**config.mk**
```make
export PLATFORM = sky130hd
export DESIGN_NAME = fixed_block_pool_allocator_top
export DESIGN_NICKNAME = d
export VERILOG_FILES = /design/src/rtl/fbpa_pkg.sv /design/src/rtl/fbpa_ram.sv /design/src/rtl/fbpa_list.sv /design/src/rtl/fbpa_addr.sv /design/src/rtl/fixed_block_pool_allocator_top.sv
export SDC_FILE = /design/constraint.sdc
export NUM_CORES = 2
export LEC_CHECK = 0
export ABC_CLOCK_PERIOD_IN_PS = 9100
export BUFFER_PORTS_ARGS = -buffer_cell sky130_fd_sc_hd__buf_2
export CAP_MARGIN = 20
export CORE_MARGIN = 2
export CORE_UTILIZATION = 57
export CTS_BUF_LIST = sky130_fd_sc_hd__clkbuf_16
export DETAILED_ROUTE_END_ITERATION = 8
export PLACE_DENSITY_LB_ADDON = 0.1
export SYNTH_ARGS = -nofsm -noshare
export SYNTH_HDL_FRONTEND = slang
export SYNTH_SLANG_ARGS = --single-unit
export TNS_END_PERCENT = 1
```
**constraint.sdc**
```tcl
create_clock -name aclk -period 9.1 [get_ports aclk]
set_input_delay 2.73 -clock aclk [delete_from_list [all_inputs] [get_ports aclk]]
set_output_delay 2.73 -clock aclk [all_outputs]
set_load 0.005 [all_outputs]
```
**src/rtl/fbpa_pkg.sv**
```systemverilog
// ----------------------------------------------------------------------------
// Fixed block pool allocator package
// Shared types and codes for the allocator modules.
// ----------------------------------------------------------------------------
package fbpa_pkg;

    // The link store always covers every 8-bit block index.
    localparam int LINK_DEPTH = 256;
    localparam int IDX_W      = 8;

    localparam logic REQ_ALLOC = 1'b0;
    localparam logic REQ_FREE  = 1'b1;

    localparam logic [1:0] ST_OK        = 2'd0;
    localparam logic [1:0] ST_EXHAUSTED = 2'd1;
    localparam logic [1:0] ST_TOO_LARGE = 2'd2;

    localparam logic [1:0] CFG_OBJECT_BYTES = 2'd0;
    localparam logic [1:0] CFG_MAX_OBJECTS  = 2'd1;
    localparam logic [1:0] CFG_POOL_BASE    = 2'd2;

    // One request as it travels from the input to the free list logic.
    typedef struct packed {
        logic        valid;
        logic        req_type;
        logic [15:0] size;
        logic [7:0]  bidx;
    } fbpa_op_t;

    // Outcome of one request as decided by the free list logic.
    typedef struct packed {
        logic       granted;
        logic [7:0] index;
        logic [1:0] status;
    } fbpa_decision_t;

endpackage

```
**src/rtl/fbpa_ram.sv**
```systemverilog
// ----------------------------------------------------------------------------
// Generic RAM
// One write port and one read port with registered read data.
// ----------------------------------------------------------------------------
module fbpa_ram #(
    parameter int WIDTH = 9,
    parameter int DEPTH = 256
) (
    input  logic                     aclk,
    input  logic                     wr_en,
    input  logic [$clog2(DEPTH)-1:0] wr_addr,
    input  logic [WIDTH-1:0]         wr_data,
    input  logic                     rd_en,
    input  logic [$clog2(DEPTH)-1:0] rd_addr,
    output logic [WIDTH-1:0]         rd_data
);

    logic [WIDTH-1:0] mem [DEPTH];
    logic [WIDTH-1:0] rd_data_reg;

    always_ff @(posedge aclk) begin
        if (wr_en) begin
            mem[wr_addr] <= wr_data;
        end
        if (rd_en) begin
            rd_data_reg <= mem[rd_addr];
        end
    end

    assign rd_data = rd_data_reg;

endmodule

```
**src/rtl/fbpa_list.sv**
```systemverilog
// ----------------------------------------------------------------------------
// Free list and bump index
// Keeps the LIFO free list in the link RAM and decides each request.
// ----------------------------------------------------------------------------
module fbpa_list #(
    parameter int POOL_BLOCKS = 256
) (
    input  logic                    aclk,
    input  logic                    aresetn,
    input  logic                    start,
    input  fbpa_pkg::fbpa_op_t      op,
    input  logic [15:0]             object_bytes,
    input  logic [8:0]              max_objects,
    output fbpa_pkg::fbpa_decision_t dec
);
    import fbpa_pkg::*;

    localparam logic [8:0] LIMIT_CAP =
        (POOL_BLOCKS >= LINK_DEPTH) ? 9'(LINK_DEPTH) : 9'(POOL_BLOCKS);

    logic [7:0] head_reg, head_next;
    logic       nonempty_reg, nonempty_next;
    logic [8:0] fresh_reg, fresh_next;

    logic       wr_en;
    logic [8:0] wr_data;
    logic [8:0] rd_data;
    logic       fresh_ok;

    // The head entry is read when an item is taken, so its successor is
    // ready in the next cycle, when the request is decided.
    fbpa_ram #(
        .WIDTH (9),
        .DEPTH (LINK_DEPTH)
    ) u_link_ram (
        .aclk    (aclk),
        .wr_en   (wr_en),
        .wr_addr (op.bidx),
        .wr_data (wr_data),
        .rd_en   (start),
        .rd_addr (head_reg),
        .rd_data (rd_data)
    );

    assign fresh_ok = (fresh_reg < max_objects) && (fresh_reg < LIMIT_CAP);

    always_comb begin
        head_next     = head_reg;
        nonempty_next = nonempty_reg;
        fresh_next    = fresh_reg;
        wr_en         = 1'b0;
        wr_data       = {nonempty_reg, head_reg};
        dec.granted   = 1'b0;
        dec.index     = '0;
        dec.status    = ST_OK;
        if (op.valid) begin
            if (op.req_type == REQ_FREE) begin
                wr_en         = 1'b1;
                head_next     = op.bidx;
                nonempty_next = 1'b1;
                dec.granted   = 1'b1;
            end else if (op.size > object_bytes) begin
                dec.status = ST_TOO_LARGE;
            end else if (nonempty_reg) begin
                dec.granted   = 1'b1;
                dec.index     = head_reg;
                nonempty_next = rd_data[8];
                head_next     = rd_data[7:0];
            end else if (fresh_ok) begin
                dec.granted = 1'b1;
                dec.index   = fresh_reg[7:0];
                fresh_next  = fresh_reg + 9'd1;
            end else begin
                dec.status = ST_EXHAUSTED;
            end
        end
    end

    always_ff @(posedge aclk) begin
        if (!aresetn) begin
            head_reg     <= '0;
            nonempty_reg <= 1'b0;
            fresh_reg    <= '0;
        end else begin
            head_reg     <= head_next;
            nonempty_reg <= nonempty_next;
            fresh_reg    <= fresh_next;
        end
    end

endmodule

```
**src/rtl/fbpa_addr.sv**
```systemverilog
// ----------------------------------------------------------------------------
// Block address unit
// Multiplies the block index by the stride, then adds the pool base.
// ----------------------------------------------------------------------------
module fbpa_addr #(
    parameter int POINTER_BYTES = 8
) (
    input  logic        aclk,
    input  logic        aresetn,
    input  logic        load,
    input  logic        hit,
    input  logic [7:0]  index,
    input  logic [15:0] object_bytes,
    input  logic [31:0] pool_base,
    output logic [31:0] addr
);

    localparam logic [15:0] PTR_MIN = 16'(POINTER_BYTES);

    logic [15:0] stride;
    logic [23:0] product_reg;
    logic        hit_reg;

    assign stride = (object_bytes < PTR_MIN) ? PTR_MIN : object_bytes;

    always_ff @(posedge aclk) begin
        if (load) begin
            product_reg <= {16'd0, index} * {8'd0, stride};
        end
    end

    always_ff @(posedge aclk) begin
        if (!aresetn) begin
            hit_reg <= 1'b0;
        end else if (load) begin
            hit_reg <= hit;
        end
    end

    // Addresses wrap modulo 2^32; a request without a block returns zero.
    assign addr = hit_reg ? (pool_base + {8'd0, product_reg}) : 32'd0;

endmodule

```
**src/rtl/fixed_block_pool_allocator_top.sv**
```systemverilog
// ----------------------------------------------------------------------------
// Fixed block pool allocator
// Serves allocate and free requests on a pool of fixed-size blocks.
// ----------------------------------------------------------------------------
//  Channel   Ports                         Direction  Moves
//  ------    ----------------------------  ---------  ------------------------
//  request   s_valid/s_ready, s_*          in         one allocate or free item
//  result    m_valid/m_ready, m_*          out        one result item per item
//  config    cfg_we, cfg_addr, cfg_wdata   in         register writes, no wait
//
// From acceptance to a valid result an item goes through the link RAM read of
// the list head, then the decision, which updates the list and counters while
// the index times stride product is registered, and then the addition of the
// pool base into the output register. A new item is accepted once the
// previous one has reached the output register, even while that result still
// waits for m_ready; a stalled output holds the block in its last step.
// Reset clears the list, bump index and counters at once; the link RAM needs
// no clearing, as an entry is always written before its contents are used.
// ----------------------------------------------------------------------------
module fixed_block_pool_allocator_top #(
    parameter int POOL_BLOCKS   = 256,
    parameter int POINTER_BYTES = 8
) (
    input  logic        aclk,
    input  logic        aresetn,

    input  logic        cfg_we,
    input  logic [1:0]  cfg_addr,
    input  logic [31:0] cfg_wdata,

    input  logic        s_valid,
    output logic        s_ready,
    input  logic        s_req_type,
    input  logic [15:0] s_request_size,
    input  logic [7:0]  s_block_index,

    output logic        m_valid,
    input  logic        m_ready,
    output logic        m_granted,
    output logic [7:0]  m_given_index,
    output logic [31:0] m_block_address,
    output logic [1:0]  m_status,
    output logic [8:0]  m_in_use_count,
    output logic [31:0] m_allocation_count,
    output logic [31:0] m_free_count
);
    import fbpa_pkg::*;

    // Sequencer states: waiting for an item, deciding it, writing the result.
    localparam logic [1:0] S_IDLE = 2'd0;
    localparam logic [1:0] S_EXEC = 2'd1;
    localparam logic [1:0] S_ADDR = 2'd2;

    logic [1:0] state_reg, state_next;

    // Configuration registers.
    logic [15:0] object_bytes_reg;
    logic [8:0]  max_objects_reg;
    logic [31:0] pool_base_reg;

    // The accepted request, held while it is worked on.
    logic        req_type_reg;
    logic [15:0] req_size_reg;
    logic [7:0]  req_bidx_reg;

    // Counters.
    logic [8:0]  in_use_reg, in_use_next;
    logic [31:0] alloc_total_reg, alloc_total_next;
    logic [31:0] free_total_reg, free_total_next;

    // The decision, held for the address step.
    fbpa_decision_t dec, dec_reg;

    // Output register.
    logic        m_valid_reg, m_valid_next;
    logic        granted_reg;
    logic [7:0]  given_index_reg;
    logic [31:0] block_address_reg;
    logic [1:0]  status_reg;
    logic [8:0]  in_use_out_reg;
    logic [31:0] alloc_out_reg;
    logic [31:0] free_out_reg;

    logic           accept;
    logic           exec;
    logic           out_load;
    fbpa_op_t       op;
    logic [31:0]    addr;

    assign s_ready  = (state_reg == S_IDLE);
    assign accept   = s_valid && s_ready;
    assign exec     = (state_reg == S_EXEC);
    // The result moves into the output register once any earlier one is gone.
    assign out_load = (state_reg == S_ADDR) && (!m_valid_reg || m_ready);

    assign op.valid    = exec;
    assign op.req_type = req_type_reg;
    assign op.size     = req_size_reg;
    assign op.bidx     = req_bidx_reg;

    fbpa_list #(
        .POOL_BLOCKS (POOL_BLOCKS)
    ) u_list (
        .aclk         (aclk),
        .aresetn      (aresetn),
        .start        (accept),
        .op           (op),
        .object_bytes (object_bytes_reg),
        .max_objects  (max_objects_reg),
        .dec          (dec)
    );

    fbpa_addr #(
        .POINTER_BYTES (POINTER_BYTES)
    ) u_addr (
        .aclk         (aclk),
        .aresetn      (aresetn),
        .load         (exec),
        .hit          (dec.granted && (req_type_reg == REQ_ALLOC)),
        .index        (dec.index),
        .object_bytes (object_bytes_reg),
        .pool_base    (pool_base_reg),
        .addr         (addr)
    );

    always_comb begin
        state_next = state_reg;
        unique case (state_reg)
            S_IDLE: begin
                if (accept) begin
                    state_next = S_EXEC;
                end
            end
            S_EXEC: begin
                state_next = S_ADDR;
            end
            S_ADDR: begin
                if (out_load) begin
                    state_next = S_IDLE;
                end
            end
            default: begin
                state_next = S_IDLE;
            end
        endcase
    end

    // Counters move only on a granted request; the use count saturates at
    // both ends.
    always_comb begin
        in_use_next      = in_use_reg;
        alloc_total_next = alloc_total_reg;
        free_total_next  = free_total_reg;
        if (exec && dec.granted) begin
            if (req_type_reg == REQ_FREE) begin
                free_total_next = free_total_reg + 32'd1;
                if (in_use_reg != 9'd0) begin
                    in_use_next = in_use_reg - 9'd1;
                end
            end else begin
                alloc_total_next = alloc_total_reg + 32'd1;
                if (in_use_reg != 9'h1FF) begin
                    in_use_next = in_use_reg + 9'd1;
                end
            end
        end
    end

    always_comb begin
        m_valid_next = m_valid_reg;
        if (out_load) begin
            m_valid_next = 1'b1;
        end else if (m_ready) begin
            m_valid_next = 1'b0;
        end
    end

    always_ff @(posedge aclk) begin
        if (!aresetn) begin
            state_reg        <= S_IDLE;
            m_valid_reg      <= 1'b0;
            in_use_reg       <= '0;
            alloc_total_reg  <= '0;
            free_total_reg   <= '0;
            object_bytes_reg <= 16'd8;
            max_objects_reg  <= 9'd256;
            pool_base_reg    <= '0;
        end else begin
            state_reg       <= state_next;
            m_valid_reg     <= m_valid_next;
            in_use_reg      <= in_use_next;
            alloc_total_reg <= alloc_total_next;
            free_total_reg  <= free_total_next;
            if (cfg_we) begin
                case (cfg_addr)
                    CFG_OBJECT_BYTES: object_bytes_reg <= cfg_wdata[15:0];
                    CFG_MAX_OBJECTS:  max_objects_reg  <= cfg_wdata[8:0];
                    CFG_POOL_BASE:    pool_base_reg    <= cfg_wdata;
                    default: begin
                    end
                endcase
            end
        end
    end

    always_ff @(posedge aclk) begin
        if (accept) begin
            req_type_reg <= s_req_type;
            req_size_reg <= s_request_size;
            req_bidx_reg <= s_block_index;
        end
        if (exec) begin
            dec_reg <= dec;
        end
        if (out_load) begin
            granted_reg       <= dec_reg.granted;
            given_index_reg   <= dec_reg.index;
            block_address_reg <= addr;
            status_reg        <= dec_reg.status;
            in_use_out_reg    <= in_use_reg;
            alloc_out_reg     <= alloc_total_reg;
            free_out_reg      <= free_total_reg;
        end
    end

    assign m_valid            = m_valid_reg;
    assign m_granted          = granted_reg;
    assign m_given_index      = given_index_reg;
    assign m_block_address    = block_address_reg;
    assign m_status           = status_reg;
    assign m_in_use_count     = in_use_out_reg;
    assign m_allocation_count = alloc_out_reg;
    assign m_free_count       = free_out_reg;

endmodule
```
==> flow_metrics.tcl <==
set metrics [dict create \
    layout.area.seq_um2 77800 \
    post-route-period-util_pct 88.4 \
    finalNonFillerCells 8440 \
    hpwlAfterDp_um 145000 \
    cp.arrival_ns 8.70 \
    dieArea_um2 191000 \
    antenna_found_initial 7 \
    synth_top_area_cell "edfxtp_1" \
    largest_reg_flops 2304 \
    p_comb_share_pct 3.8 \
    registers.top_by_ff_count "u_list.u_link_ram.mem" \
    portBuffers 181 \
    ctsRootBufferMaster "clkbuf_16" \
    worst_pin_slew_ns 1.13 \
    post-cts-setup-buffer-count 0 \
    grt_setup_unrepaired "no" \
    postCtsHoldBufs 0 \
    clkPwrFrac_pct 43.2 \
    synth_fp_nets 5745 \
    io_pins 182 \
    viasPerCell 6.27 \
    cp-end-kind "flop" \
    clk_latency_ns 0.93 \
    status "finished clean" \
    die-width_um 437 \
    core_area_um2 186000 \
    ctsHtreeMaxLevel 5 \
    setup-tns-final_ns 0 \
    yosysSeqAreaShare_pct 72.8 \
    fillCellCount 12685 \
    cts_resized 0 \
    whs_path_depth 0 \
    power_leakage_uw 0.0384 \
    fmax_mhz 124 \
    yosys_warnings 0 \
    cap_violations 0 \
    syn_to_final_growth_pct 11.6 \
    hold_path.class "flop to flop" \
    num_vias 52894 \
    synthMostInstantiatedCell "edfxtp_1" \
    r2r_cells 25 \
    hold_viol_final 0 \
    netlist_instances 5493 \
    cts_made_buffers 285 \
    drive_above_1_share_pct 23.5 \
    routed_wl_um 239000 \
    path_clk_slew_ns 0.06 \
    synthDistinctLibCells 81 \
    grt_pass1_vias 52289 \
    ys.flop_type "edfxtp_1" \
    clk_path_buf_depth 4 \
    worstSetupPathType "flop to flop" \
    dp.cells 7949 \
    first_pass_iters 6 \
    gr-total-overflow 0 \
    synth_top_area_share_pct 69.9 \
    critPathLaunchType "flop" \
    grt_max_degree 172 \
    grt_pass1_wl_um 355000 \
    detail_route.wl_per_cell_um 28.3 \
    period_needed_ns 8.05 \
    crit_path_max_fanout 28 \
    irDropWorstVdd_v 0.000168 \
    setup_viol 0 \
    track_usage_pct 25.2 \
    power_density_nw_per_um2 211 \
    finalMaxSlewViolations 0 \
    cts_tree "built" \
    p_sw_uw 5190 \
    layout.nets 6011 \
    initial_core_util_pct 57.5 \
    syn_area_um2 107000 \
    p_int_uw 20000 \
    ant_nets 0 \
    drc 0 \
    place.gp.congestion 0.867 \
    synth_edf_count 2489 \
    rows 158 \
    synth_area_leaders "edfxtp_1 (70%), mux4_2 (15%), dfxtp_1 (2.8%)" \
    p_seq_share_pct 53.0 \
    drtIter0Drc 5930 \
    ys_top_cells_by_count "edfxtp_1 (2,489), mux4_2 (720), nor2_1 (462)" \
    slew_headroom_pct 24.2 \
    multiInputGateArea_um2 27400 \
    die_h_um 437 \
    clock_skew_ns 0.0489 \
    synth-seq-cells 2641 \
    sw_frac_of_total_pct 20.6 \
    syn_area_per_cell_um2 19.5 \
    synth_async_sr_flop_share_pct 0 \
    required_ns 9.75 \
    cts_sinks 2641 \
]
per-layer routing:
metal	vias to the layer above	track usage, %	routed length [um]
li1	22697	-	-
met1	27769	37.4	99500
met2	2064	39.5	116000
met3	364	4.15	17300
met4	0	7.30	6170
met5	-	0	0
power groups by stage:
stage	logic, uW	clock network, uW	registers [uW]
2_1_floorplan	565	0	13700
3_3_place_gp	949	0	13600
3_5_place_dp	962	0	13600
4_1_cts	965	11000	13300
5_1_grt	1020	11500	13300
6_report	957	10900	13300
path summary, 6_finish.rpt:
kind	start	slack, ns	to
max	object_bytes_reg[9]	1.05	u_addr.product_reg[22]
min	dec_reg[10]	0.41	m_granted
max reg2reg	object_bytes_reg[9]	1.05	u_addr.product_reg[22]
min reg2reg	dec_reg[10]	0.41	m_granted
final cells by class:
cell class | count | area share, %
Multi-Input combinational cell | 2403 | 23.0
Inverter | 164 | 0.518
Clock inverter | 194 | 1.18
Tap cell | 2480 | 2.60
Clock buffer | 290 | 6.08
Antenna cell | 4 | 0.00839
Sequential cell | 2641 | 65.2
Timing Repair Buffer | 264 | 1.42
critical path, stage by stage, from the launching register on:
cell,delay (ns)
dfxtp_1,0.34
clkinv_1,0.28
ha_1,0.45
a21o_1,0.19
a21o_1,0.17
a211oi_1,0.23
o21ai_1,0.20
or2b_1,0.38
nand3_2,0.49
a21o_1,0.56
nor2_1,0.23
fa_1,0.47
fa_1,0.53
fa_1,0.50
inv_1,0.06
fa_1,0.47
inv_1,0.04
ha_1,0.36
a21o_1,0.19
a21o_1,0.19
nor3b_1,0.21
a21oi_1,0.17
a2111oi_0,0.62
nor3_1,0.12
a211oi_1,0.27
xnor2_1,0.09
placed cells by master, fill, tap and decap left out, drive strengths merged, types with 23 or more instances in the layout:
cell type     n
a21o         27
a21oi       115
a22oi        46
and2         23
buf         264
clkbuf      290
clkinv      114
dfxtp       152
edfxtp     2489
fa           86
ha          102
inv         217
mux2i        27
mux4        720
nand2       237
nand2b       28
nand3        83
nand4        32
nor2        462
nor2b        24
o21ai        42
xnor2        44
xor2         34
kinds of logic (layout without fill, tap and decap cells):
kind of cell	Yosys count	in the layout	synth area share, %
buffers and inverters	449	912	1.67
other	0	4	0
xor gates and xnor gates	78	78	0.639
muxes	747	747	15.4
and+or+nand+nor	997	997	4.18
DFF	2641	2641	72.8
adders and majority gates	188	188	2.80
AOI/OAI and AO/OA	393	393	2.53
stage by stage:
step	setup slack (ns)	instance area (um2)	hold slack, ns	util (%)	total power (uW)
2_1_floorplan	0.0744	107000	0.400	-	14200
3_3_place_gp	1.19	111000	0.409	59.5	14500
3_5_place_dp	1.13	111000	0.405	59.5	14600
4_1_cts	1.13	119000	0.419	64.2	25400
5_1_grt	0.546	119000	0.438	64.2	25900
6_report	1.05	119000	0.413	64.2	25200
No activity file was read; power rests on OpenSTA's default activity.
